`config.mk`:
```
export PLATFORM = sky130hd
export DESIGN_NAME = qstd_back
export DESIGN_NICKNAME = d
export VERILOG_FILES = /design/src/sv/qstd_pkg.sv /design/src/sv/qstd_back.sv
export SDC_FILE = /design/constraint.sdc
export NUM_CORES = 2
export LEC_CHECK = 0
export BUFFER_PORTS_ARGS = -buffer_cell sky130_fd_sc_hd__buf_4
export CAP_MARGIN = 5
export CORE_UTILIZATION = 38
export DETAILED_ROUTE_END_ITERATION = 8
export GPL_ROUTABILITY_DRIVEN = 0
export SETUP_SLACK_MARGIN = 0.2
export SKIP_CTS_REPAIR_TIMING = 1
export SYNTH_ARGS = -nofsm -noshare
export SYNTH_HDL_FRONTEND = slang
export SYNTH_SLANG_ARGS = --single-unit
```
`constraint.sdc`:
```
create_clock -name clk -period 3.7 [get_ports clk]
set_input_delay 0.555 -clock clk [delete_from_list [all_inputs] [get_ports clk]]
set_output_delay 0.555 -clock clk [all_outputs]
set_load 0.01 [all_outputs]
```
`src/sv/qstd_pkg.sv`:
```
// Shared constants, types and helper functions for the smallest-three quaternion decoder.
package qstd_pkg;

  // Packed code layout.
  localparam int CODE_W     = 48;
  localparam int SIGN_BIT   = 47;
  localparam int INDEX_LSB  = 45;
  localparam int DROP_W     = 2;
  localparam int NFIELD     = 3;
  localparam int FIELD_BITS = 15;

  // Output format.
  localparam int OUT_FRAC_BITS = 16;
  localparam int OUT_W         = 18;

  // Component indexes carried by the dropped-index bits.
  localparam logic [DROP_W-1:0] IDX_X = 2'd0;
  localparam logic [DROP_W-1:0] IDX_Y = 2'd1;
  localparam logic [DROP_W-1:0] IDX_Z = 2'd2;
  localparam logic [DROP_W-1:0] IDX_W = 2'd3;

  // Field scaling: |v - MID| * RS2 / (MID * 2^SCALE_SH), rounded half up.
  localparam longint RS2_Q30  = 64'd759250125;
  localparam int     RS2_W    = 30;
  localparam longint MID      = (longint'(1) << (FIELD_BITS - 1)) - 1;
  localparam int     SCALE_SH = 30 - OUT_FRAC_BITS;
  localparam longint HALF_D   = MID << (SCALE_SH - 1);
  localparam longint DDIV     = MID << SCALE_SH;
  localparam longint QMAX     =
    ((longint'(1) << (FIELD_BITS - 1)) * RS2_Q30 + HALF_D) / DDIV;

  // Datapath widths.
  localparam int DMAG_W = FIELD_BITS;
  localparam int PROD_W = FIELD_BITS + RS2_W;
  localparam int Y_W    = PROD_W - SCALE_SH;
  localparam int LO_W   = FIELD_BITS - 1;
  localparam int Q0_W   = Y_W - LO_W;
  localparam int R_W    = ((Q0_W > LO_W) ? Q0_W : LO_W) + 1;
  localparam int QW     = $clog2(QMAX + 1);
  localparam int CORR_N = 1 + int'(QMAX / MID);
  localparam int SQ_W   = 2 * QW;
  localparam int SUM_W  = SQ_W + 2;
  localparam int RAD_W  = 2 * OUT_FRAC_BITS + 2;
  localparam int CMP_W  = (SUM_W > RAD_W) ? SUM_W : RAD_W;
  localparam longint ONE_SQ = longint'(1) << (2 * OUT_FRAC_BITS);

  // Square root pipeline.
  localparam int ROOT_W    = OUT_FRAC_BITS + 1;
  localparam int REM_W     = OUT_FRAC_BITS + 3;
  localparam int ISQ_STEPS = RAD_W / 2;
  localparam int SGN_W     = (ROOT_W + 1 > OUT_W) ? ROOT_W + 1 : OUT_W;

  // Queue between front and back, and front pipeline depth.
  localparam int QDEPTH       = 8;
  localparam int QPTR_W       = $clog2(QDEPTH);
  localparam int QCNT_W       = QPTR_W + 1;
  localparam int FRONT_STAGES = 4;
  localparam int INFL_W       = $clog2(FRONT_STAGES + 1);

  // Cycles from the accepting edge to the edge that takes the result.
  localparam int LATENCY = ISQ_STEPS + 7;

  // Side information that rides along the front pipeline.
  typedef struct packed {
    logic [NFIELD-1:0] kneg;
    logic [DROP_W-1:0] drop;
    logic              sign;
  } qstd_meta_t;

  // One classified item, as it sits in the queue.
  typedef struct packed {
    logic [NFIELD-1:0][QW-1:0] kmag;
    logic [NFIELD-1:0]         kneg;
    logic [DROP_W-1:0]         drop;
    logic                      sign;
    logic                      clamp;
    logic [RAD_W-1:0]          rad;
  } qstd_item_t;

  // One beat moving between front, queue and back.
  typedef struct packed {
    logic       valid;
    qstd_item_t item;
  } qstd_beat_t;

  // State of one square root stage.
  typedef struct packed {
    qstd_item_t        item;
    logic [REM_W-1:0]  rem;
    logic [ROOT_W-1:0] root;
  } qstd_root_t;

  // Sign a magnitude and keep the low OUT_W bits.
  function automatic logic [OUT_W-1:0] to_out(logic [ROOT_W-1:0] mag, logic neg);
    logic [SGN_W-1:0] ext;
    ext = SGN_W'(mag);
    if (neg) begin
      ext = -ext;
    end
    return ext[OUT_W-1:0];
  endfunction

  // One digit of the restoring square root: two radicand bits in, one root bit out.
  function automatic qstd_root_t root_step(qstd_root_t s);
    qstd_root_t       n;
    logic [REM_W+1:0] wide;
    logic [REM_W+1:0] trial;
    n     = s;
    wide  = {s.rem, s.item.rad[RAD_W-1 -: 2]};
    trial = (REM_W + 2)'({s.root, 2'b01});
    n.item.rad = {s.item.rad[RAD_W-3:0], 2'b00};
    if (wide >= trial) begin
      n.rem  = REM_W'(wide - trial);
      n.root = {s.root[ROOT_W-2:0], 1'b1};
    end else begin
      n.rem  = REM_W'(wide);
      n.root = {s.root[ROOT_W-2:0], 1'b0};
    end
    return n;
  endfunction

endpackage

```
`src/sv/qstd_back.sv`:
```
// Back part: pipelined square root, rounding, and placement of the four components.
module qstd_back (
  input  logic                                clk,
  input  logic                                rst_n,
  input  qstd_pkg::qstd_beat_t                in_beat,
  output logic                                out_valid,
  output logic signed [qstd_pkg::OUT_W-1:0]   out_comp_x,
  output logic signed [qstd_pkg::OUT_W-1:0]   out_comp_y,
  output logic signed [qstd_pkg::OUT_W-1:0]   out_comp_z,
  output logic signed [qstd_pkg::OUT_W-1:0]   out_comp_w,
  output logic                                out_norm_clamped
);
  import qstd_pkg::*;

  logic [ISQ_STEPS:0] sv_r;
  qstd_root_t         st_r [ISQ_STEPS+1];

  qstd_root_t               last;
  logic [ROOT_W-1:0]        root_rnd;
  logic [OUT_W-1:0]         dropped;
  logic [NFIELD-1:0][OUT_W-1:0] kv;
  logic [OUT_W-1:0]         cx_nxt, cy_nxt, cz_nxt, cw_nxt;

  logic             out_valid_r;
  logic [OUT_W-1:0] cx_r, cy_r, cz_r, cw_r;
  logic             clamp_r;

  // Stage valid bits.
  always_ff @(posedge clk) begin
    if (!rst_n) begin
      sv_r <= '0;
    end else begin
      sv_r <= {sv_r[ISQ_STEPS-1:0], in_beat.valid};
    end
  end

  // One root digit per stage.
  always_ff @(posedge clk) begin
    st_r[0] <= '{item: in_beat.item, rem: '0, root: '0};
    for (int k = 1; k <= ISQ_STEPS; k++) begin
      st_r[k] <= root_step(st_r[k-1]);
    end
  end

  // Round to nearest, sign everything and route kept fields around the dropped slot.
  always_comb begin
    last     = st_r[ISQ_STEPS];
    root_rnd = (ROOT_W'(last.rem) > last.root && last.rem[REM_W-1:ROOT_W] == '0) ||
               (last.rem[REM_W-1:ROOT_W] != '0) ? last.root + ROOT_W'(1) : last.root;
    dropped  = to_out(root_rnd, last.item.sign);
    for (int k = 0; k < NFIELD; k++) begin
      kv[k] = to_out(ROOT_W'(last.item.kmag[k]), last.item.kneg[k]);
    end
    cx_nxt = (last.item.drop == IDX_X) ? dropped : kv[0];
    cy_nxt = (last.item.drop == IDX_Y) ? dropped :
             (last.item.drop == IDX_X) ? kv[0] : kv[1];
    cz_nxt = (last.item.drop == IDX_Z) ? dropped :
             (last.item.drop == IDX_W) ? kv[2] : kv[1];
    cw_nxt = (last.item.drop == IDX_W) ? dropped : kv[2];
  end

  // Result register.
  always_ff @(posedge clk) begin
    if (!rst_n) begin
      out_valid_r <= 1'b0;
    end else begin
      out_valid_r <= sv_r[ISQ_STEPS];
    end
  end

  always_ff @(posedge clk) begin
    cx_r    <= cx_nxt;
    cy_r    <= cy_nxt;
    cz_r    <= cz_nxt;
    cw_r    <= cw_nxt;
    clamp_r <= last.item.clamp;
  end

  assign out_valid        = out_valid_r;
  assign out_comp_x       = cx_r;
  assign out_comp_y       = cy_r;
  assign out_comp_z       = cz_r;
  assign out_comp_w       = cw_r;
  assign out_norm_clamped = clamp_r;

endmodule

```
==> impl_results.md <==
- Cell taking the most area after synthesis: dfxtp_1
- # rows: 135
- Worst slew margin: 35.9%
- Worst min-delay path class: in2reg
- Met2 Wirelength: 39700 µm
- Worst Path Arrival: 4.06 ns
- Crit-path max cell delay: 0.44 ns
- WP buf/inv: 2
- Met3 routed WL: 4110 µm
- Finished Core Util: 46.4%
- Tcrit/Tclk final: 91.9%
- DRT Wirelength: 85100 µm
- Startpoint types: flop
- Wire per inst: 12.9 µm
- DP HPWL: 59000 µm
- Global route overflow: 0
- Clock buffer depth: 3
- Minimum clock period: 3.40 ns
- Final ANT Viol Nets: 0
- First-pass GRT wire length: 137000 µm
- Syn_area_per_cell: 12.3 µm²
- Synthesis-to-layout area growth: 20.6%
- Ys async rst share: 0%
- Uppermost layer routed: met5
- PwrDens: 768 nW/µm²
- Cells after Synth: 4259
- Slowest-stage cell, CP: or4_4
- Fmax: 294 MHz
- Pin count of the biggest net entering global routing: 40
- Synth top area cells: dfxtp_1, ha_1, xnor2_1, inv_1, a21oi_1
- Worst Setup End Kind: flop
- Wl on met1: 37600 µm
- Die ar.: 139000 µm²
- LEAKAGE: 27.9 nW
- Vias per cell: 4.37
- Kind of critical path: reg2reg
- Clock tree from TritonCTS: yes
- Final #Nets: 4952
- # DRC: 0
- CP top delay family: compound AO/OA/AOI/OAI gates
- Core area: 136000 µm²
- Via count: 28700
- Vias in the first global route: 27900
- CP Max Fanout: 8
- Main synth FF type: dfxtp_1
- Initial antenna violation count: 6
- Share of the yosys chip area belonging to registers: 70.7%
- Yosys warnings: 0
- Clock Pin Slew Worst Setup and Hold Paths: 0.06 ns
- CTS Root Cell: clkbuf_16
- Req. time, crit path: 4.36 ns
- Number of synthesized register bits: 1842
- IO Pins: 166
- Initial Util: 38.4%
- Die width: 373 µm
- CTS Buf Count: 166
- Dpl cells: 6171
- Slew Limit Fails: 0
- Pwr Total: 48.4 mW
- Number of synthesized flops with an enable pin: 0
- Distinct cell type count after synthesis: 91
- Mapped Area: 52200 µm²
- Hold_ws: 0.119 ns
- RSZ-0062 raised after global routing: yes
- Final hold violations: 0
- Total track usage: 12.1%
- H-tree depth: 4
- Count leader, synth: dfxtp_1
- Die height: 373 µm
- Initial DRC count: 1383
- Pre-antenna DRT Iters: 7
- Final Skew: 0.0394 ns
- Run status: complete, no violations
- IO Port Bufs: 165
- Synth cell count leaders: dfxtp_1, inv_1, nand2_1
- Top cell type's share of synthesized area: 70.7%
- Share of post-route cells with drive strength above 1: 13.2%
- Slew @ Worst Pin: 0.959 ns
- Max_cap viols: 0
- Num Clock Sinks: 1842
- Syn Nets: 4546
- Skew-Pair Late Insertion Delay: 0.77 ns
- Worst vdd ir: 0.000411 V
- Non-filler instance count after layout: 6585
- Final setup viols: 0
- Setup TNS: 0 ns
- Crit-path cells: inv_2 > ha_4 > nand4_1 > o21bai_1 > a211o_1 > a22o_4 > buf_6 > a211oi_2 > o22ai_2 > a211o_4 > or4_4 > a31oi_1 > o21ai_1
## routing by layer
metal,up-vias,global-route usage [%]
met5,-,0
met4,4,6.78
met3,232,3.00
met2,548,19.9
met1,12900,14.3
li1,15000,-
## registers in the layout (all words and copies together), names as in the netlist
name              flops
out_comp_z           18
out_comp_w           18
out_comp_x           18
st_r               1750
out_valid             1
sv_r                 18
out_comp_y           18
out_norm_clamped      1
## where the power goes
part           leakage [nW]  total [mW]  switching [mW]  internal [mW]
Clock                  2.84        17.4            7.19           10.2
Combinational          9.55        7.58            4.07           3.52
Sequential             15.5        23.4            1.30           22.1
## layout make-up
cell class | count | area, µm²
Fill cell | 12200 | 72800
Sequential cell | 1842 | 36900
Multi-Input combinational cell | 2085 | 14500
Clock buffer | 235 | 4830
Timing Repair Buffer | 308 | 2570
Tap cell | 1781 | 2230
Inverter | 262 | 991
Clock inverter | 69 | 976
Antenna cell | 3 | 7.51
## logic make-up (layout without fill, tap and decap cells)
logic type	count (synthesis)	count (layout)	share of synthesized area, %
buf+inv	333	874	2.45
mux	55	55	1.12
flops	1842	1842	70.7
fa+ha+maj	195	195	4.67
xor+xnor	281	281	4.72
other cells	1	4	0.00718
compound gates	612	613	7.42
simple gates	940	940	8.96
## placed cells by master, fill, tap and decap left out, drive strengths merged, types with 69 or more instances in the layout
cell / instances
nand2: 246
buf: 218
inv: 266
dlygate4sd3: 90
xnor2: 188
o21ai: 161
nand3: 69
xor2: 93
clkbuf: 235
dfxtp: 1842
ha: 195
nor2: 242
nor3: 86
a21oi: 190
## path summary, 6_finish.rpt
check / from / to / slack (ns) / cells past startpoint
hold / removal: rst_n / sv_r[16]$_SDFF_PN0_ / 0.12 / 2
setup / recovery: st_r[17][4]$_DFF_P_ / out_comp_z[13]$_DFF_P_ / 0.30 / 13
hold reg to reg: st_r[12][64]$_DFF_P_ / st_r[13][66]$_DFF_P_ / 0.30 / 0
setup reg to reg: st_r[17][4]$_DFF_P_ / out_comp_z[13]$_DFF_P_ / 0.30 / 13
## stage by stage
stage          instance area (µm²)  worst slack, ns
3_3_place_gp                 55700            0.129
6_report                     63000            0.299
5_1_grt                      63000           0.0976
3_5_place_dp                 55700           0.0593
4_1_cts                      61500           0.0372
2_1_floorplan                52200            0.210
Note: power is estimated with default switching activity, not from simulation.
