### src/sv/qstd_pkg.sv
// Shared constants, types and helper functions for the smallest-three quaternion decoder.
package qstd_pkg;

  // Packed code layout.
  localparam int CODE_W     = 48;
  localparam int SIGN_BIT   = 47;
  localparam int INDEX_LSB  = 45;
  localparam int DROP_W     = 2;
  localparam int NFIELD     = 3;
  localparam int FIELD_BITS = 15;

  // Output format.
  localparam int OUT_FRAC_BITS = 16;
  localparam int OUT_W         = 18;

  // Component indexes carried by the dropped-index bits.
  localparam logic [DROP_W-1:0] IDX_X = 2'd0;
  localparam logic [DROP_W-1:0] IDX_Y = 2'd1;
  localparam logic [DROP_W-1:0] IDX_Z = 2'd2;
  localparam logic [DROP_W-1:0] IDX_W = 2'd3;

  // Field scaling: |v - MID| * RS2 / (MID * 2^SCALE_SH), rounded half up.
  localparam longint RS2_Q30  = 64'd759250125;
  localparam int     RS2_W    = 30;
  localparam longint MID      = (longint'(1) << (FIELD_BITS - 1)) - 1;
  localparam int     SCALE_SH = 30 - OUT_FRAC_BITS;
  localparam longint HALF_D   = MID << (SCALE_SH - 1);
  localparam longint DDIV     = MID << SCALE_SH;
  localparam longint QMAX     =
    ((longint'(1) << (FIELD_BITS - 1)) * RS2_Q30 + HALF_D) / DDIV;

  // Datapath widths.
  localparam int DMAG_W = FIELD_BITS;
  localparam int PROD_W = FIELD_BITS + RS2_W;
  localparam int Y_W    = PROD_W - SCALE_SH;
  localparam int LO_W   = FIELD_BITS - 1;
  localparam int Q0_W   = Y_W - LO_W;
  localparam int R_W    = ((Q0_W > LO_W) ? Q0_W : LO_W) + 1;
  localparam int QW     = $clog2(QMAX + 1);
  localparam int CORR_N = 1 + int'(QMAX / MID);
  localparam int SQ_W   = 2 * QW;
  localparam int SUM_W  = SQ_W + 2;
  localparam int RAD_W  = 2 * OUT_FRAC_BITS + 2;
  localparam int CMP_W  = (SUM_W > RAD_W) ? SUM_W : RAD_W;
  localparam longint ONE_SQ = longint'(1) << (2 * OUT_FRAC_BITS);

  // Square root pipeline.
  localparam int ROOT_W    = OUT_FRAC_BITS + 1;
  localparam int REM_W     = OUT_FRAC_BITS + 3;
  localparam int ISQ_STEPS = RAD_W / 2;
  localparam int SGN_W     = (ROOT_W + 1 > OUT_W) ? ROOT_W + 1 : OUT_W;

  // Queue between front and back, and front pipeline depth.
  localparam int QDEPTH       = 8;
  localparam int QPTR_W       = $clog2(QDEPTH);
  localparam int QCNT_W       = QPTR_W + 1;
  localparam int FRONT_STAGES = 4;
  localparam int INFL_W       = $clog2(FRONT_STAGES + 1);

  // Cycles from the accepting edge to the edge that takes the result.
  localparam int LATENCY = ISQ_STEPS + 7;

  // Side information that rides along the front pipeline.
  typedef struct packed {
    logic [NFIELD-1:0] kneg;
    logic [DROP_W-1:0] drop;
    logic              sign;
  } qstd_meta_t;

  // One classified item, as it sits in the queue.
  typedef struct packed {
    logic [NFIELD-1:0][QW-1:0] kmag;
    logic [NFIELD-1:0]         kneg;
    logic [DROP_W-1:0]         drop;
    logic                      sign;
    logic                      clamp;
    logic [RAD_W-1:0]          rad;
  } qstd_item_t;

  // One beat moving between front, queue and back.
  typedef struct packed {
    logic       valid;
    qstd_item_t item;
  } qstd_beat_t;

  // State of one square root stage.
  typedef struct packed {
    qstd_item_t        item;
    logic [REM_W-1:0]  rem;
    logic [ROOT_W-1:0] root;
  } qstd_root_t;

  // Sign a magnitude and keep the low OUT_W bits.
  function automatic logic [OUT_W-1:0] to_out(logic [ROOT_W-1:0] mag, logic neg);
    logic [SGN_W-1:0] ext;
    ext = SGN_W'(mag);
    if (neg) begin
      ext = -ext;
    end
    return ext[OUT_W-1:0];
  endfunction

  // One digit of the restoring square root: two radicand bits in, one root bit out.
  function automatic qstd_root_t root_step(qstd_root_t s);
    qstd_root_t       n;
    logic [REM_W+1:0] wide;
    logic [REM_W+1:0] trial;
    n     = s;
    wide  = {s.rem, s.item.rad[RAD_W-1 -: 2]};
    trial = (REM_W + 2)'({s.root, 2'b01});
    n.item.rad = {s.item.rad[RAD_W-3:0], 2'b00};
    if (wide >= trial) begin
      n.rem  = REM_W'(wide - trial);
      n.root = {s.root[ROOT_W-2:0], 1'b1};
    end else begin
      n.rem  = REM_W'(wide);
      n.root = {s.root[ROOT_W-2:0], 1'b0};
    end
    return n;
  endfunction

endpackage

### src/sv/qstd_front.sv
// Front part: takes packed codes, scales the three kept fields and forms the radicand.
module qstd_front (
  input  logic                         clk,
  input  logic                         rst_n,
  input  logic                         accept,
  input  logic [qstd_pkg::CODE_W-1:0]  packed_code,
  output qstd_pkg::qstd_beat_t         push,
  output logic [qstd_pkg::INFL_W-1:0]  inflight
);
  import qstd_pkg::*;

  logic v1_r, v2_r, v3_r, v4_r;
  qstd_meta_t m1_r, m2_r, m3_r, m4_r;
  logic [NFIELD-1:0][DMAG_W-1:0] dmag_r;
  logic [NFIELD-1:0][PROD_W-1:0] prod_r;
  logic [NFIELD-1:0][QW-1:0]     q_r;
  logic [NFIELD-1:0][QW-1:0]     q4_r;
  logic [NFIELD-1:0][SQ_W-1:0]   sq_r;

  logic [NFIELD-1:0][FIELD_BITS-1:0] fld;
  logic [NFIELD-1:0][DMAG_W-1:0]     dmag_nxt;
  logic [NFIELD-1:0]                 dneg;
  logic [NFIELD-1:0][PROD_W-1:0]     prod_nxt;
  logic [NFIELD-1:0][Y_W-1:0]        y;
  logic [NFIELD-1:0][Q0_W-1:0]       q0;
  logic [NFIELD-1:0][R_W-1:0]        rmd;
  logic [NFIELD-1:0][QW-1:0]         q_nxt;
  logic [SUM_W-1:0]                  sum;
  logic                              clamp;

  // Split the code into fields and take the distance from the midpoint.
  always_comb begin
    for (int k = 0; k < NFIELD; k++) begin
      fld[k]      = packed_code[(NFIELD - 1 - k) * FIELD_BITS +: FIELD_BITS];
      dneg[k]     = fld[k] < FIELD_BITS'(MID);
      dmag_nxt[k] = dneg[k] ? DMAG_W'(FIELD_BITS'(MID) - fld[k])
                            : DMAG_W'(fld[k] - FIELD_BITS'(MID));
    end
  end

  // Multiply by 1/sqrt2 in Q30 and add half the divisor for rounding.
  always_comb begin
    for (int k = 0; k < NFIELD; k++) begin
      prod_nxt[k] = PROD_W'(dmag_r[k]) * PROD_W'(RS2_Q30) + PROD_W'(HALF_D);
    end
  end

  // Divide by the midpoint 2^n-1: quotient by shift, then a small remainder fix-up.
  always_comb begin
    for (int k = 0; k < NFIELD; k++) begin
      y[k]     = prod_r[k][PROD_W-1:SCALE_SH];
      q0[k]    = y[k][Y_W-1:LO_W];
      rmd[k]   = R_W'(q0[k]) + R_W'(y[k][LO_W-1:0]);
      q_nxt[k] = QW'(q0[k]);
      for (int j = 1; j <= CORR_N; j++) begin
        if (longint'(rmd[k]) >= longint'(j) * MID) begin
          q_nxt[k] = q_nxt[k] + QW'(1);
        end
      end
    end
  end

  // Sum of squares, clamp check and radicand for the dropped component.
  always_comb begin
    sum   = SUM_W'(sq_r[0]) + SUM_W'(sq_r[1]) + SUM_W'(sq_r[2]);
    clamp = CMP_W'(sum) > CMP_W'(ONE_SQ);
    push.valid      = v4_r;
    push.item.kmag  = q4_r;
    push.item.kneg  = m4_r.kneg;
    push.item.drop  = m4_r.drop;
    push.item.sign  = m4_r.sign;
    push.item.clamp = clamp;
    push.item.rad   = clamp ? '0 : RAD_W'(CMP_W'(ONE_SQ) - CMP_W'(sum));
  end

  assign inflight = INFL_W'($countones({v1_r, v2_r, v3_r, v4_r}));

  // Stage valid bits.
  always_ff @(posedge clk) begin
    if (!rst_n) begin
      v1_r <= 1'b0;
      v2_r <= 1'b0;
      v3_r <= 1'b0;
      v4_r <= 1'b0;
    end else begin
      v1_r <= accept;
      v2_r <= v1_r;
      v3_r <= v2_r;
      v4_r <= v3_r;
    end
  end

  // Stage payload.
  always_ff @(posedge clk) begin
    m1_r.kneg <= dneg;
    m1_r.drop <= packed_code[INDEX_LSB +: DROP_W];
    m1_r.sign <= packed_code[SIGN_BIT];
    dmag_r    <= dmag_nxt;
    m2_r      <= m1_r;
    prod_r    <= prod_nxt;
    m3_r      <= m2_r;
    q_r       <= q_nxt;
    m4_r      <= m3_r;
    q4_r      <= q_r;
    for (int k = 0; k < NFIELD; k++) begin
      sq_r[k] <= SQ_W'(q_r[k]) * SQ_W'(q_r[k]);
    end
  end

endmodule

### config.mk
export PLATFORM = sky130hd
export DESIGN_NAME = qstd_front
export DESIGN_NICKNAME = d
export VERILOG_FILES = /design/src/sv/qstd_pkg.sv /design/src/sv/qstd_front.sv
export SDC_FILE = /design/constraint.sdc
export NUM_CORES = 2
export LEC_CHECK = 0
export BUFFER_PORTS_ARGS = -buffer_cell sky130_fd_sc_hd__clkbuf_2
export CAP_MARGIN = 5
export CORE_UTILIZATION = 55
export CTS_CLUSTER_DIAMETER = 40
export DETAILED_ROUTE_END_ITERATION = 16
export GPL_TIMING_DRIVEN = 1
export PLACE_DENSITY = 0.77
export SYNTH_ARGS = -nofsm -noshare
export SYNTH_HDL_FRONTEND = slang
export SYNTH_SLANG_ARGS = --single-unit
### constraint.sdc
create_clock -name clk -period 8 [get_ports clk]
set_input_delay 0.8 -clock clk [delete_from_list [all_inputs] [get_ports clk]]
set_output_delay 0.8 -clock clk [all_outputs]
set_load 0.1 [all_outputs]
==> impl_metrics.json <==
{
  "status": "completed",
  "antenna_left": 0,
  "path_delay_family": "compound AO/OA/AOI/OAI gates",
  "finalSetupViolCount": 0,
  "grt_max_degree": 36,
  "vias_per_cell": 5.51,
  "cp_common_cell": "a21oi_1",
  "syn-instance-count": 6403,
  "path_class": "reg2out",
  "ys_async_sr_fraction_pct": 0,
  "synth_edf_count": 0,
  "num_vias": 44100,
  "yosys_most_used_dff": "dfxtp_1",
  "first_pass_iters": 6,
  "rows": 120,
  "layout.cells.non_filler": 8001,
  "die-area_sq_mm": 0.110,
  "yosysTopAreaCellShare_pct": 30.9,
  "wirelength_um": 142000,
  "holdWs_ps": 282,
  "tns_ps": 0,
  "core_area_sq_mm": 0.108,
  "ys_types": 113,
  "insertion_delay_ps": 630,
  "cts_sinks": 352,
  "gp_congestion": 0.990,
  "finalClockSkew_ps": 23.1,
  "clk_path_buf_depth": 3,
  "maxSlewHeadroom_pct": 39.2,
  "antenna_found_initial": 2,
  "syn_avg_cell_area_sq_um": 9.35,
  "path_buf_inv": 2,
  "nNetsFinal": 8505,
  "portBuffers": 143,
  "clk_pin_slew_ps": 60,
  "slew_viol_final": 0,
  "drc": 0,
  "grt-ovfl-total": 0,
  "endpoint_kind": "output port",
  "ioPinCount": 144,
  "dp.cells": 7881,
  "syn_area_sq_mm": 0.0599,
  "post-route-min-period_ps": 7590,
  "drive_gt1_share_pct": 6.00,
  "drt_iter0_markers": 2810,
  "path_cells": "fa_1, ha_1, a21oi_1, o21bai_1, a221o_1, a21oi_1, nor2_1, or4_1, a21o_1, a32o_1, a211o_1, nand4bb_1, nor4_2, o2111ai_2, buf_4, a211oi_1, clkbuf_2",
  "dieHeight_um": 332,
  "grt_use_total_pct": 26.3,
  "initial_core_util_pct": 55.7,
  "cts_max_level": 3,
  "hpwl_um": 120000,
  "die_w_um": 332,
  "synth_area_leaders": "fa_1 (31%), ha_1 (21%), dfxtp_1 (12%), inv_1 (9.0%), xnor2_1 (3.7%)",
  "critical_path_arrival_ps": 6790,
  "hold_path.class": "in2reg",
  "cts_buffers": 66,
  "crit_slowest_cell": "a211oi_1",
  "grt_pass1_vias": 46200,
  "tightest_slew_ps": 890,
  "cap_violations": 0,
  "cts_root_buf": "clkbuf_16",
  "cpPeakStageDelay_ps": 630,
  "rsz0062_at_grt": "false",
  "hold_viol": 0,
  "cts_hold_buf": 0,
  "placed_area_sq_mm": 0.0622,
  "ys_warn_count": 0,
  "tritoncts": "yes",
  "crit_path_start_kind": "flip-flop",
  "fmaxAchievable_mhz": 132,
  "worstPathMaxFanout": 35,
  "fin_crit_sh_pct": 94.9,
  "grt_pass1_wl_um": 234000,
  "yosys.area.top_type": "fa_1",
  "crit_required_ps": 7200,
  "wl_per_cell_um": 17.7,
  "ys_seq_area_share_pct": 11.8,
  "area_growth_pct": 7.69,
  "final_cell_area_sq_mm": 0.0645,
  "synth-seq-cells": 352
}
worst paths after layout:
path / from / end / slack (ps) / cells past startpoint
max: sq_r[75] / push[4] / 410 / 17
min: packed_code[46] / m1_r[2] / 280 / 1
max reg2reg: dmag_r[30] / prod_r[134] / 590 / 24
min reg2reg: m2_r[5] / m3_r[5] / 320 / 0
layout make-up:
| type | instances | area (sq um) |
|---|---|---|
| inverter | 1444 | 5420 |
| clock inverter | 45 | 531 |
| clock buffer | 74 | 1760 |
| sequential | 352 | 7050 |
| fill | 9102 | 43000 |
| timing repair buffer | 178 | 978 |
| antenna | 1 | 2.50 |
| tap | 1403 | 1760 |
| multi-input combinational | 4504 | 47000 |
metal layers:
layer	share of wire, %	GRT usage [%]	up-vias
met4	2.9	7.92	0
met1	44	34.8	21600
li1	-	-	20900
met5	0	0	-
met2	48	45.1	1279
met3	5.2	2.93	262
synthesized netlist by cell type (10+ instances only):
cell,count
a2111oi_0,11
a211o_1,16
a211oi_1,28
a21boi_0,10
a21o_1,63
a21oi_1,221
a31oi_1,34
and2_1,168
and3_1,63
and4_1,11
buf_2,14
clkbuf_1,80
dfxtp_1,352
fa_1,924
ha_1,984
inv_1,1441
mux2_2,11
nand2_1,340
nand2b_1,33
nand3_1,98
nand4_1,39
nor2_1,305
nor2b_1,41
nor3_1,108
nor3b_1,12
nor4_1,27
o2111ai_1,22
o211ai_1,32
o21a_1,53
o21ai_0,119
o21ai_1,16
o21bai_1,28
o31a_1,10
o31ai_1,16
or2_2,39
or3_1,35
or4_1,15
xnor2_1,256
xor2_1,121
flip-flops by register name, indices dropped and copies added, names as in the netlist, 6 cells and up:
name	count
m1_r	6
push	51
dmag_r	45
m2_r	6
prod_r	93
m3_r	6
q_r	48
sq_r	93
cells by family after synthesis:
group	share of synthesized area, %
flip-flops	11.8
XOR/XNOR	5.67
multiplexers	0.274
AND/OR/NAND/NOR	11.7
AO/OA/AOI/OAI	9.35
adder cells (fa/ha/maj)	51.5
buffers and inverters	9.80
other	0.00626
cells in the final DEF, fill, tap and decap left out, types with 11 or more instances in the layout:
| cell | count |
|---|---|
| fa_1 | 924 |
| xnor2_1 | 256 |
| or3_1 | 35 |
| nand2_1 | 340 |
| a21oi_1 | 221 |
| a31oi_1 | 34 |
| nand3_1 | 98 |
| nor4_1 | 27 |
| o21ai_0 | 119 |
| inv_1 | 1441 |
| mux2_2 | 11 |
| o211ai_1 | 32 |
| o21ai_1 | 16 |
| clkbuf_2 | 143 |
| nor3b_1 | 12 |
| inv_6 | 16 |
| nand2b_1 | 33 |
| nor2b_1 | 41 |
| nor2_1 | 305 |
| or4_1 | 15 |
| dfxtp_1 | 352 |
| and3_1 | 63 |
| o21a_1 | 53 |
| o31ai_1 | 16 |
| and2_1 | 168 |
| o21bai_1 | 28 |
| a21o_1 | 63 |
| nand4_1 | 39 |
| ha_1 | 984 |
| clkbuf_16 | 68 |
| xor2_1 | 121 |
| or2_2 | 39 |
| and4_1 | 11 |
| a211o_1 | 16 |
| nor3_1 | 108 |
| buf_4 | 35 |
| o2111ai_1 | 21 |
| a211oi_1 | 28 |
repair_timing:
action,CTS,global route
setup endpoints to repair,0,1
resized for setup,0,1
buffers inserted,0,0
per-stage QoR:
stage	utilization [%]	setup slack, ps
5_1_grt	60.0	139
4_1_cts	60.0	390
3_5_place_dp	57.8	468
2_1_floorplan	-	767
3_3_place_gp	57.8	683
6_report	60.0	410
Power is left out: the tool's default activity adds up to more than one toggle a clock period on the data nets, which glitch-free logic cannot reach.
