==> config.mk <==
export PLATFORM = sky130hd
export DESIGN_NAME = qstd_queue
export DESIGN_NICKNAME = d
export VERILOG_FILES = /design/src/sv/qstd_pkg.sv /design/src/sv/qstd_queue.sv
export SDC_FILE = /design/constraint.sdc
export NUM_CORES = 1
export LEC_CHECK = 0
export BUFFER_PORTS_ARGS = -buffer_cell sky130_fd_sc_hd__buf_2
export CAP_MARGIN = 10
export CORE_MARGIN = 5
export CORE_UTILIZATION = 40
export CTS_CLUSTER_DIAMETER = 100
export DETAILED_ROUTE_END_ITERATION = 8
export RECOVER_POWER = 25
export SYNTH_ARGS = -nofsm -noshare
export SYNTH_HDL_FRONTEND = slang
export SYNTH_SLANG_ARGS = --single-unit
==> constraint.sdc <==
create_clock -name clk -period 7.25 [get_ports clk]
set_clock_uncertainty 0.2 [all_clocks]
set_input_delay 0.3625 -clock clk [delete_from_list [all_inputs] [get_ports clk]]
set_output_delay 0.3625 -clock clk [all_outputs]
set_load 0.02 [all_outputs]
==> src/sv/qstd_pkg.sv <==
// Shared constants, types and helper functions for the smallest-three quaternion decoder.
package qstd_pkg;

  // Packed code layout.
  localparam int CODE_W     = 48;
  localparam int SIGN_BIT   = 47;
  localparam int INDEX_LSB  = 45;
  localparam int DROP_W     = 2;
  localparam int NFIELD     = 3;
  localparam int FIELD_BITS = 15;

  // Output format.
  localparam int OUT_FRAC_BITS = 16;
  localparam int OUT_W         = 18;

  // Component indexes carried by the dropped-index bits.
  localparam logic [DROP_W-1:0] IDX_X = 2'd0;
  localparam logic [DROP_W-1:0] IDX_Y = 2'd1;
  localparam logic [DROP_W-1:0] IDX_Z = 2'd2;
  localparam logic [DROP_W-1:0] IDX_W = 2'd3;

  // Field scaling: |v - MID| * RS2 / (MID * 2^SCALE_SH), rounded half up.
  localparam longint RS2_Q30  = 64'd759250125;
  localparam int     RS2_W    = 30;
  localparam longint MID      = (longint'(1) << (FIELD_BITS - 1)) - 1;
  localparam int     SCALE_SH = 30 - OUT_FRAC_BITS;
  localparam longint HALF_D   = MID << (SCALE_SH - 1);
  localparam longint DDIV     = MID << SCALE_SH;
  localparam longint QMAX     =
    ((longint'(1) << (FIELD_BITS - 1)) * RS2_Q30 + HALF_D) / DDIV;

  // Datapath widths.
  localparam int DMAG_W = FIELD_BITS;
  localparam int PROD_W = FIELD_BITS + RS2_W;
  localparam int Y_W    = PROD_W - SCALE_SH;
  localparam int LO_W   = FIELD_BITS - 1;
  localparam int Q0_W   = Y_W - LO_W;
  localparam int R_W    = ((Q0_W > LO_W) ? Q0_W : LO_W) + 1;
  localparam int QW     = $clog2(QMAX + 1);
  localparam int CORR_N = 1 + int'(QMAX / MID);
  localparam int SQ_W   = 2 * QW;
  localparam int SUM_W  = SQ_W + 2;
  localparam int RAD_W  = 2 * OUT_FRAC_BITS + 2;
  localparam int CMP_W  = (SUM_W > RAD_W) ? SUM_W : RAD_W;
  localparam longint ONE_SQ = longint'(1) << (2 * OUT_FRAC_BITS);

  // Square root pipeline.
  localparam int ROOT_W    = OUT_FRAC_BITS + 1;
  localparam int REM_W     = OUT_FRAC_BITS + 3;
  localparam int ISQ_STEPS = RAD_W / 2;
  localparam int SGN_W     = (ROOT_W + 1 > OUT_W) ? ROOT_W + 1 : OUT_W;

  // Queue between front and back, and front pipeline depth.
  localparam int QDEPTH       = 8;
  localparam int QPTR_W       = $clog2(QDEPTH);
  localparam int QCNT_W       = QPTR_W + 1;
  localparam int FRONT_STAGES = 4;
  localparam int INFL_W       = $clog2(FRONT_STAGES + 1);

  // Cycles from the accepting edge to the edge that takes the result.
  localparam int LATENCY = ISQ_STEPS + 7;

  // Side information that rides along the front pipeline.
  typedef struct packed {
    logic [NFIELD-1:0] kneg;
    logic [DROP_W-1:0] drop;
    logic              sign;
  } qstd_meta_t;

  // One classified item, as it sits in the queue.
  typedef struct packed {
    logic [NFIELD-1:0][QW-1:0] kmag;
    logic [NFIELD-1:0]         kneg;
    logic [DROP_W-1:0]         drop;
    logic                      sign;
    logic                      clamp;
    logic [RAD_W-1:0]          rad;
  } qstd_item_t;

  // One beat moving between front, queue and back.
  typedef struct packed {
    logic       valid;
    qstd_item_t item;
  } qstd_beat_t;

  // State of one square root stage.
  typedef struct packed {
    qstd_item_t        item;
    logic [REM_W-1:0]  rem;
    logic [ROOT_W-1:0] root;
  } qstd_root_t;

  // Sign a magnitude and keep the low OUT_W bits.
  function automatic logic [OUT_W-1:0] to_out(logic [ROOT_W-1:0] mag, logic neg);
    logic [SGN_W-1:0] ext;
    ext = SGN_W'(mag);
    if (neg) begin
      ext = -ext;
    end
    return ext[OUT_W-1:0];
  endfunction

  // One digit of the restoring square root: two radicand bits in, one root bit out.
  function automatic qstd_root_t root_step(qstd_root_t s);
    qstd_root_t       n;
    logic [REM_W+1:0] wide;
    logic [REM_W+1:0] trial;
    n     = s;
    wide  = {s.rem, s.item.rad[RAD_W-1 -: 2]};
    trial = (REM_W + 2)'({s.root, 2'b01});
    n.item.rad = {s.item.rad[RAD_W-3:0], 2'b00};
    if (wide >= trial) begin
      n.rem  = REM_W'(wide - trial);
      n.root = {s.root[ROOT_W-2:0], 1'b1};
    end else begin
      n.rem  = REM_W'(wide);
      n.root = {s.root[ROOT_W-2:0], 1'b0};
    end
    return n;
  endfunction

endpackage

==> src/sv/qstd_queue.sv <==
// Short queue that decouples the front part from the square root back part.
module qstd_queue (
  input  logic                         clk,
  input  logic                         rst_n,
  input  qstd_pkg::qstd_beat_t         push,
  output qstd_pkg::qstd_beat_t         head,
  output logic [qstd_pkg::QCNT_W-1:0]  count
);
  import qstd_pkg::*;

  qstd_item_t        mem_r [QDEPTH];
  logic [QPTR_W-1:0] wr_ptr_r, wr_ptr_nxt;
  logic [QPTR_W-1:0] rd_ptr_r, rd_ptr_nxt;
  logic [QCNT_W-1:0] count_r, count_nxt;
  logic              pop;

  // The back part never stalls, so the head leaves whenever one is present.
  assign pop        = count_r != '0;
  assign head.valid = pop;
  assign head.item  = mem_r[rd_ptr_r];
  assign count      = count_r;

  // Pointer and occupancy update.
  always_comb begin
    wr_ptr_nxt = push.valid ? wr_ptr_r + QPTR_W'(1) : wr_ptr_r;
    rd_ptr_nxt = pop ? rd_ptr_r + QPTR_W'(1) : rd_ptr_r;
    count_nxt  = count_r + QCNT_W'(push.valid) - QCNT_W'(pop);
  end

  always_ff @(posedge clk) begin
    if (!rst_n) begin
      wr_ptr_r <= '0;
      rd_ptr_r <= '0;
      count_r  <= '0;
    end else begin
      wr_ptr_r <= wr_ptr_nxt;
      rd_ptr_r <= rd_ptr_nxt;
      count_r  <= count_nxt;
    end
  end

  // Entry storage.
  always_ff @(posedge clk) begin
    if (push.valid) begin
      mem_r[wr_ptr_r] <= push.item;
    end
  end

endmodule

==> out/metrics.yaml, run 1 <==
numPortBuffers: 185
place.detailed.hpwl_mm: 29.4
clock_latency_ns: 0.59
synth.avg_cell_area_um2: 24.9
timing_worst_slew_pin_value_ns: 1.15
timing.reg2reg.setup_slack_ns: 4.08
globalRoute.totalOverflow: 0
initial_core_util_pct: 40.1
ctsHoldBuffers: 91
drtIter0Drc: 942
use_met1_pct: 20.6
drive_above_1_share_pct: 34.8
timing_hold_violations_final: 0
netlist.top_cell.by_area: "sky130_fd_sc_hd__edfxtp_1"
worst_setup_ep_type: "output pin"
wire_per_inst_um: 23.6
drt_pre_antenna_iters: 5
synth-seq-cells: 725
fp.dieArea_um2: 73900
vias_per_std_cell: 5.20
dp.cells: 2138
critical_path.startpoint_type: "register"
grt.total_usage_pct: 15.1
grt_busiest_layer: "met2"
timing.max_cap.violations: 0
antenna_found_initial: 5
max_freq_ghz: 0.257
synth_flop_cell: "sky130_fd_sc_hd__edfxtp_1"
p_per_cell_area_nw_per_um2: 334
cts.repair.resized: 0
post-route-drc-count: 0
cellLeakagePower_nw: 10.3
final_total_negative_setup_slack_ns: 0
run_status: "completed"
fill_cells: 5559
post_synth_edffs: 712
drt_wl_total_mm: 55.8
max_h_tree_level: 3
final.hold.worst_slack_ns: 0.348
worstReg2RegEnd: "mem_r[6][21]$_DFFE_PP_"
synth_largest_type_area_fraction_pct: 78.0
cp_top_family: "multiplexers"
via_count_of_the_first_global_routing_pass: 13400
slew_viol_final: 0
number_of_i_o_pins: 186
synthesis.nets: 1199
peakVddDrop_mv: 0.278
worst-path-stages: 4
crit_fanout: 115
timing.critical_path.cells: "buf_12 -> mux4_2 -> mux2_2 -> buf_2"
finalNonFillerCells: 2365
worst-endpoint-arrival_ns: 3.33
postCtsSetupRepairBufs: 0
part_of_the_yosys_area_used_for_sequential_elements_pct: 78.9
path_clk_slew_ns: 0.06
worst_slew_margin_rel_pct: 23.3
first_pass_grt_wire_length_mm: 84.5
hold_depth: 2
clock_path_buffers: 3
crit_path_top_delay_cell: "sky130_fd_sc_hd__dfxtp_4"
drtAntennaViolNets: 0
grt_start_max_net_pins: 117
fp.coreArea_um2: 68300
postSynthCellCount: 1099
design_area_um2: 32600
grt_setup_unrepaired: "false"
period_minus_slack_ns: 3.90
number_of_cells_traversed_by_the_worst_register_to_register_path: 4
cts_root_buffer: "sky130_fd_sc_hd__clkbuf_16"
std_cell_rows: 96
synth.cell_area_um2: 27400
async_reset_ff_share_pct: 0
synth.cells.most_frequent: "sky130_fd_sc_hd__edfxtp_1 (712), sky130_fd_sc_hd__mux4_2 (164), sky130_fd_sc_hd__mux2_2 (89), sky130_fd_sc_hd__buf_2 (17), sky130_fd_sc_hd__clkbuf_1 (15)"
die_height_um: 272
critical_path.reg2reg.startpoint: "wr_ptr_r[1]$_SDFFE_PN0P_"
crit_path_class: "reg -> out"
cts_tree: "done"
worstPathRequired_ns: 6.69
area_growth_pct: 18.9
global_route.usage.met2_pct: 25.3
cts_inserted_buffers: 76
timing.hold.worst.class: "reg -> reg"
design.final.nets: 1525
dieWidth_um: 272
synthesis.yosys.warnings: 0
cts_sinks: 725
synth.distinct_cells: 29
critical_path.n_buffers_inverters: 2
report.final.setup_viol: 0
synthMostInstantiatedCell: "sky130_fd_sc_hd__edfxtp_1"
netlist_top_cells_area: "sky130_fd_sc_hd__edfxtp_1 (78%), sky130_fd_sc_hd__mux4_2 (13%), sky130_fd_sc_hd__mux2_2 (3.7%)"
critical_path.max_stage_delay_ns: 0.68
num_vias: 12300
final.period_utilization_pct: 53.7
met3_usage_pct: 2.91
routabilityCongestion: 0.704
place_area_um2: 29400
hold_path.startpoint: "rd_ptr_r[2]$_SDFFE_PN0N_"
==> where the power goes <==
part	switching, mW	total, mW	internal [mW]
Combinational	1.21	2.34	1.13
Sequential	0.157	4.89	4.74
Clock	1.49	3.67	2.18
Total	2.85	10.9	8.05
==> final cells by class <==
class,count,area [um^2],area share (%)
inverters,9,33.8,0.104
flip-flops and latches,725,21700,66.4
repair buffers,300,1990,6.09
diodes,3,7.51,0.0230
multi-input cells,313,5470,16.8
clock buffers,102,2080,6.39
well taps,882,1100,3.38
clock inverters,31,264,0.810
==> per-stage QoR <==
step | setup WS [ns] | power [mW] | util (%)
4_1_cts | 3.27 | 11.1 | 47.8
3_5_place_dp | 3.88 | 7.35 | 43.0
5_1_grt | 3.11 | 11.4 | 47.7
3_3_place_gp | 3.93 | 7.33 | 43.0
2_1_floorplan | 2.25 | 6.69 | -
6_report | 3.35 | 10.9 | 47.7
==> cell usage in the layout (no fill, tap or decap), drive strengths merged, types with 2 or more instances in the layout <==
master and count:
bufinv 5, edfxtp 712, ha 7, clkbuf 156, nor3 2, nand2 4
mux2i 3, nor2 6, mux2 89, buf 155, clkinv 25, nor2b 3
and2 6, mux4 178, dlygate4sd3 91, inv 10, nand2b 4, xnor2 3
dfxtp 13, diode 3
==> flip-flops by register name (all words and copies together), names as in the netlist, named ones only <==
name and cells:
wr_ptr_r 3, mem_r 712, rd_ptr_r 3, count 4
==> routing by layer <==
| metal | vias up | routed length [um] |
|---|---|---|
| li1 | 5360 | - |
| met1 | 6598 | 24300 |
| met2 | 253 | 28100 |
| met3 | 75 | 2360 |
| met4 | 4 | 1030 |
| met5 | - | 24 |
==> worst max-delay path by stage <==
stage / from / to / slack [ns]
floorplan: wr_ptr_r[0]$_SDFFE_PN0P_ / mem_r[1][0]$_DFFE_PP_ / 2.25
global placement: push[89] / mem_r[6][19]$_DFFE_PP_ / 3.93
detailed placement: push[89] / mem_r[6][19]$_DFFE_PP_ / 3.88
CTS: register / head[4] / 3.27
global route: register / head[4] / 3.11
finish: register / head[75] / 3.35
==> logic make-up (layout without fill, tap and decap cells) <==
logic type	count (synthesis)	count (layout)	synth area share (%)
other cells	0	3	0
mux	270	270	18.6
xor+xnor	4	4	0.128
buf+inv	61	442	1.36
fa+ha+maj	8	8	0.392
simple gates	27	27	0.520
flops	725	725	78.9
compound gates	4	4	0.0913
==> tightest hold or removal path, delay by kind of cell, from the launching register on <==
family / cells / cell delay (ns)
compound gates: 2 / 0.19
flops: 1 / 0.31
(Power assumes the default switching activity.)
==> inputs of run 2 (changes only) <==
- clock period: 7.25 -> 3.6 ns (I/O delays scaled with it)
==> out/metrics.yaml, run 2 (same netlist as run 1, synthesis figures left out) <==
via_count_of_the_first_global_routing_pass: 13300  # was 13400
report.final.setup_viol: 0  # unchanged
use_met1_pct: 20.4  # was 20.6%
crit_path_top_delay_cell: "sky130_fd_sc_hd__mux4_1"  # was sky130_fd_sc_hd__dfxtp_4
met3_usage_pct: 3.07  # was 2.91%
timing.hold.worst.class: "in -> reg"  # was reg -> reg
drive_above_1_share_pct: 36.4  # was 34.8%
max_freq_ghz: 0.325
place.detailed.hpwl_mm: 28.9  # was 29.4 mm
drtIter0Drc: 654  # was 942
worstPathRequired_ns: 3.22  # was 6.69 ns
largest_register_ffs: 712  # unchanged
cts.repair.resized: 0  # unchanged
worst-endpoint-arrival_ns: 2.70  # was 3.33 ns
die_height_um: 272  # unchanged
peakVddDrop_mv: 0.393  # was 0.278 mV
crit_path_class: "reg -> out"  # unchanged
grt.total_usage_pct: 15.0  # was 15.1%
antenna_found_initial: 5  # unchanged
cts_root_buffer: "sky130_fd_sc_hd__clkbuf_16"  # unchanged
globalRoute.totalOverflow: 0  # unchanged
dpl_worst_slack_ns: 0.907  # was 3.88 ns
number_of_i_o_pins: 186  # unchanged
first_pass_grt_wire_length_mm: 84.0  # was 84.5 mm
finalCoreUtilization_pct: 48.4  # was 47.7%
critical_path.startpoint_type: "register"  # unchanged
crit_fanout: 24  # was 115
registers.top_by_ff_count: "mem_r"  # unchanged
fp.coreArea_um2: 68300  # unchanged
grt_setup_unrepaired: "false"  # unchanged
drt_wl_total_mm: 55.2  # was 55.8 mm
vias_per_std_cell: 5.18  # was 5.20
timing_hold_violations_final: 0  # unchanged
numPortBuffers: 185  # unchanged
worst_slew_margin_rel_pct: 51.7  # was 23.3%
cts_inserted_buffers: 76  # unchanged
timing.reg2reg.setup_slack_ns: 0.90  # was 4.08 ns
worst_setup_ep_type: "output pin"  # unchanged
initial_core_util_pct: 40.1  # unchanged
clock_latency_ns: 0.59  # about the same
dp.cells: 2147  # was 2138
timing.max_cap.violations: 0  # unchanged
wire_per_inst_um: 23.2  # was 23.6 um
timing_worst_slew_pin_value_ns: 0.725  # was 1.15 ns
std_cell_rows: 96  # unchanged
drt_pre_antenna_iters: 5  # unchanged
post-route-drc-count: 0  # unchanged
num_vias: 12300  # about the same
max_h_tree_level: 3  # unchanged
p_per_cell_area_nw_per_um2: 685  # was 334 nW/um^2
slew_viol_final: 0  # unchanged
design.final.nets: 1534  # was 1525
final_total_negative_setup_slack_ns: 0  # unchanged
postCtsSetupRepairBufs: 0  # unchanged
fp.dieArea_um2: 73900  # unchanged
run_status: "completed"  # unchanged
global_route.usage.met2_pct: 25.3  # about the same
most-common-layout-cells: "sky130_fd_sc_hd__edfxtp_1 (712), sky130_fd_sc_hd__mux4_2 (164), sky130_fd_sc_hd__buf_2 (130)"  # was sky130_fd_sc_hd__edfxtp_1 (712), sky130_fd_sc_hd__mux4_2 (164), sky130_fd_sc_hd__buf_2 (131)
post-route-worst-setup-slack_ns: 0.522  # was 3.35 ns
cts_sinks: 725  # unchanged
period_minus_slack_ns: 3.08
most_common_cell_after_layout_fill_and_taps_aside: "sky130_fd_sc_hd__edfxtp_1"  # unchanged
timing.critical_path.cells: "buf_12 -> buf_4 -> mux4_1 -> mux2_2 -> buf_2"  # was buf_12 -> mux4_2 -> mux2_2 -> buf_2
dieWidth_um: 272  # unchanged
clock_path_buffers: 3  # unchanged
grt_start_max_net_pins: 90  # was 117
path_clk_slew_ns: 0.06  # about the same
finalNonFillerCells: 2377  # was 2365
fill_cells: 5470  # was 5559
cts_tree: "done"  # unchanged
drtAntennaViolNets: 0  # unchanged
final.period_utilization_pct: 85.5
grt_busiest_layer: "met2"  # unchanged
critical_path.max_stage_delay_ns: 0.58  # was 0.68 ns
routabilityCongestion: 0.690  # was 0.704
area_growth_pct: 20.6  # was 18.9%
cellLeakagePower_nw: 10.5  # was 10.3 nW
-- run 2: metal layers --
metal / routed length (um) / vias up
met3: 2480 / 57
li1: - / 5387
met5: 13 / -
met4: 787 / 2
met2: 27800 / 252
met1: 24200 / 6615
-- run 2: final cells by class --
| class | instances | area (um^2) | area share, % |
|---|---|---|---|
| inverters | 9 | 33.8 | 0.102 |
| well taps | 882 | 1100 | 3.34 |
| multi-input cells | 313 | 5470 | 16.6 |
| clock inverters | 40 | 519 | 1.57 |
| clock buffers | 95 | 2070 | 6.25 |
| flip-flops and latches | 725 | 21700 | 65.5 |
| diodes | 4 | 10.0 | 0.0303 |
| repair buffers | 309 | 2200 | 6.66 |
-- run 2: timing repair --
action	CTS	global route
endpoints found under the hold margin	725	0
hold buffers	91	0
endpoints found under the setup margin	0	0
-- run 2: worst max-delay path, delay by kind of cell, from the launching register on --
| family | cells | cell delay (ns) |
|---|---|---|
| buffers and inverters | 3 | 0.73 |
| multiplexers | 2 | 0.85 |
| flip-flops | 1 | 0.50 |
-- run 2: final timing paths --
check | startpoint | endpoint | depth (start not counted)
hold reg to reg | rd_ptr_r[2]$_SDFFE_PN0N_ | register | 2
hold / removal | push[29] | mem_r[3][29]$_DFFE_PP_ | 2
setup reg to reg | count[2]$_SDFF_PN0_ | count[2]$_SDFF_PN0_ | 11
setup / recovery | register | head[88] | 5
-- run 2: power breakdown --
part	switching [mW]	internal, mW	leakage [nW]
sequential	0.200	9.54	6.58
clock	3.06	4.93	1.27
combinational	2.55	2.38	2.67
-- run 2: stage by stage --
stage / area (um^2) / total power [mW] / hold slack (ns)
after detailed placement: 29600 / 14.9 / 0.249
after floorplan: 27400 / 13.5 / 0.0789
after global routing: 33100 / 23.7 / 0.232
after CTS: 33100 / 23.0 / 0.150
final: 33100 / 22.7 / 0.220
after global placement: 29600 / 14.9 / 0.240
==> inputs of run 3 (changes only) <==
--- a/config.mk
+++ b/config.mk
@@ -9,5 +9,4 @@
 export CAP_MARGIN = 10
-export CORE_MARGIN = 5
+export CORE_MARGIN = 2
 export CORE_UTILIZATION = 40
-export CTS_CLUSTER_DIAMETER = 100
 export DETAILED_ROUTE_END_ITERATION = 8
==> constraint.sdc (replaced) <==
create_clock -name clk -period 3.6 [get_ports clk]
set_clock_uncertainty 0.2 [all_clocks]
set_input_delay 0 -clock clk [delete_from_list [all_inputs] [get_ports clk]]
set_output_delay 0 -clock clk [all_outputs]
set_load 0.02 [all_outputs]
==> out/metrics.yaml, run 3 (same netlist as run 1, synthesis figures left out) <==
area_growth_pct: 22.0  # was 20.6%
fp.coreArea_um2: 67500  # was 68300 um^2
cellLeakagePower_nw: 10.7  # was 10.5 nW
drtIter0Drc: 898  # was 654
slew_viol_final: 0  # unchanged
largest_register_ffs: 712  # unchanged
worstPathRequired_ns: 3.40  # was 3.22 ns
period_minus_slack_ns: 3.01  # was 3.08 ns
critical_path.n_buffers_inverters: 2  # was 3
via_count_of_the_first_global_routing_pass: 13700  # was 13300
dieWidth_um: 266  # was 272 um
clock_latency_ns: 0.61  # was 0.59 ns
max_freq_ghz: 0.332  # was 0.325 GHz
power.share.combinational_pct: 22.4  # was 21.8%
max_h_tree_level: 3  # unchanged
grt_start_max_net_pins: 57  # was 90
cts_sinks: 725  # unchanged
drt_wl_total_mm: 55.9  # was 55.2 mm
report.final.setup_viol: 0  # unchanged
first_pass_grt_wire_length_mm: 84.3  # was 84.0 mm
pwr-share-seq_pct: 43.5  # was 43.0%
drtAntennaViolNets: 0  # unchanged
critical_path.max_stage_delay_ns: 0.64  # was 0.58 ns
most-common-layout-cells: "sky130_fd_sc_hd__edfxtp_1 (712), sky130_fd_sc_hd__mux4_2 (164), sky130_fd_sc_hd__dlygate4sd3_1 (145)"  # was sky130_fd_sc_hd__edfxtp_1 (712), sky130_fd_sc_hd__mux4_2 (164), sky130_fd_sc_hd__buf_2 (130)
cts.repair.resized: 0  # unchanged
intPower_mw: 16.5  # was 16.8 mW
post-route-drc-count: 0  # unchanged
fill_cells: 5467  # was 5470
timing.hold.worst.class: "in -> reg"  # unchanged
timing.max_cap.violations: 0  # unchanged
num_antenna_cells: 0  # was 4
clock_path_buffers: 3  # unchanged
num_vias: 12700  # was 12300
switching_power_mw: 5.90  # was 5.81 mW
antenna_found_initial: 4  # was 5
registers.top_by_ff_count: "mem_r"  # unchanged
worst_slew_margin_rel_pct: 38.5  # was 51.7%
cts_tree: "done"  # unchanged
cts_root_buffer: "sky130_fd_sc_hd__clkbuf_16"  # unchanged
p_per_cell_area_nw_per_um2: 669  # was 685 nW/um^2
switching_share_pct: 26.4  # was 25.6%
crit_path_top_delay_cell: "sky130_fd_sc_hd__dfxtp_4"  # was sky130_fd_sc_hd__mux4_1
run_status: "completed"  # unchanged
timing_worst_slew_pin_value_ns: 0.923  # was 0.725 ns
drive_above_1_share_pct: 35.6  # was 36.4%
place.detailed.hpwl_mm: 29.7  # was 28.9 mm
std_cell_rows: 95  # was 96
numPortBuffers: 185  # unchanged
peakVddDrop_mv: 0.436  # was 0.393 mV
die_height_um: 266  # was 272 um
worst-endpoint-arrival_ns: 2.81  # was 2.70 ns
final.period_utilization_pct: 83.6  # was 85.5%
final_total_negative_setup_slack_ns: 0  # unchanged
finalCoreUtilization_pct: 49.5  # was 48.4%
wire_per_inst_um: 23.0  # was 23.2 um
most_common_cell_after_layout_fill_and_taps_aside: "sky130_fd_sc_hd__edfxtp_1"  # unchanged
ctsHoldBuffers: 144  # was 91
fp.dieArea_um2: 70700  # was 73900 um^2
globalRoute.totalOverflow: 0  # unchanged
crit_fanout: 53  # was 24
grt_setup_unrepaired: "false"  # unchanged
critical_path.startpoint_type: "register"  # unchanged
design.final.nets: 1593  # was 1534
initial_core_util_pct: 40.6  # was 40.1%
timing.critical_path.cells: "buf_12 -> mux4_1 -> mux2_2 -> buf_2"  # was buf_12 -> buf_4 -> mux4_1 -> mux2_2 -> buf_2
drt_pre_antenna_iters: 5  # unchanged
cts_inserted_buffers: 76  # unchanged
path_clk_slew_ns: 0.06  # about the same
part_of_the_total_power_dissipated_in_the_clock_network_pct: 34.1  # was 35.2%
postCtsSetupRepairBufs: 0  # unchanged
grt.total_usage_pct: 16.0  # was 15.0%
vias_per_std_cell: 5.21  # was 5.18
crit_path_class: "reg -> out"  # unchanged
routabilityCongestion: 0.686  # was 0.690
worst_setup_ep_type: "output pin"  # unchanged
number_of_i_o_pins: 186  # unchanged
timing_hold_violations_final: 0  # unchanged
cp_top_family: "multiplexers"  # unchanged
==> run 3: changes by cell type in the layout (fill, tap and decap cells not counted), moves of 2 or more <==
cell / before / now
sky130_fd_sc_hd__dlygate4sd3_1: 91 / 145
sky130_fd_sc_hd__buf_2: 130 / 138
sky130_fd_sc_hd__buf_4: 18 / 26
sky130_fd_sc_hd__clkbuf_1: 67 / 60
sky130_fd_sc_hd__clkinv_1: 8 / 14
sky130_fd_sc_hd__inv_6: 0 / 6
sky130_fd_sc_hd__bufinv_16: 12 / 7
sky130_fd_sc_hd__clkinv_2: 14 / 18
sky130_fd_sc_hd__clkinv_4: 4 / 0
sky130_fd_sc_hd__diode_2: 4 / 0
sky130_fd_sc_hd__buf_12: 15 / 12
sky130_fd_sc_hd__clkbuf_8: 5 / 3
==> run 3: final cells by class <==
| cell class | count | area [um^2] | share of cell area (%) |
|---|---|---|---|
| Inverter | 9 | 33.8 | 0.101 |
| Clock inverter | 47 | 420 | 1.26 |
| Tap cell | 873 | 1090 | 3.27 |
| Sequential cell | 725 | 21700 | 64.7 |
| Multi-Input combinational cell | 313 | 5470 | 16.4 |
| Clock buffer | 93 | 2020 | 6.03 |
| Timing Repair Buffer | 368 | 2750 | 8.24 |
==> run 3: final timing paths <==
path | start | endpoint | slack, ns | cells past startpoint
worst max-delay path | register | head[69] | 0.59 | 4
worst min-delay path | rst_n | wr_ptr_r[0]$_SDFFE_PN0P_ | 0.12 | 3
worst max register to register | count[2]$_SDFF_PN0_ | count[2]$_SDFF_PN0_ | 0.82 | 11
worst min register to register | rd_ptr_r[2]$_SDFFE_PN0N_ | register | 0.31 | 2
==> run 3: tightest hold or removal path, delay by kind of cell <==
family                 cells  cell delay (ns)
buffers and inverters      2             0.73
AND/OR/NAND/NOR            1             0.16
==> run 3: stage by stage <==
| stage | cells | power, mW | hold WS, ns | instance area, um^2 | worst slack, ns |
|---|---|---|---|---|---|
| global route | 2428 | 23.3 | 0.109 | 33400 | 0.389 |
| finish | 2428 | 22.4 | 0.121 | 33400 | 0.589 |
| floorplan | 1099 | 13.5 | -0.101 | 27400 | -1.40 |
| detailed placement | 2143 | 14.9 | 0.0694 | 29600 | 0.809 |
| global placement | 2143 | 14.9 | 0.0630 | 29600 | 0.910 |
| CTS | 2427 | 22.8 | 0.00119 | 33500 | 0.474 |
==> run 3: per-layer routing <==
| layer | global-route usage (%) | vias to the layer above | part of all wire, % |
|---|---|---|---|
| li1 | - | 5501 | - |
| met1 | 21.1 | 6785 | 43 |
| met2 | 27.1 | 292 | 51 |
| met3 | 3.25 | 76 | 4.8 |
| met4 | 4.62 | 8 | 1.8 |
| met5 | 0 | - | 0.098 |
==> run 3: power by group through the flow <==
stage | clock (mW) | sequential (mW) | combinational (mW)
floorplan | 0 | 9.81 | 3.66
global placement | 0 | 9.92 | 4.98
detailed placement | 0 | 9.93 | 5.01
CTS | 7.85 | 9.75 | 5.16
global route | 8.16 | 9.78 | 5.38
finish | 7.63 | 9.74 | 5.00
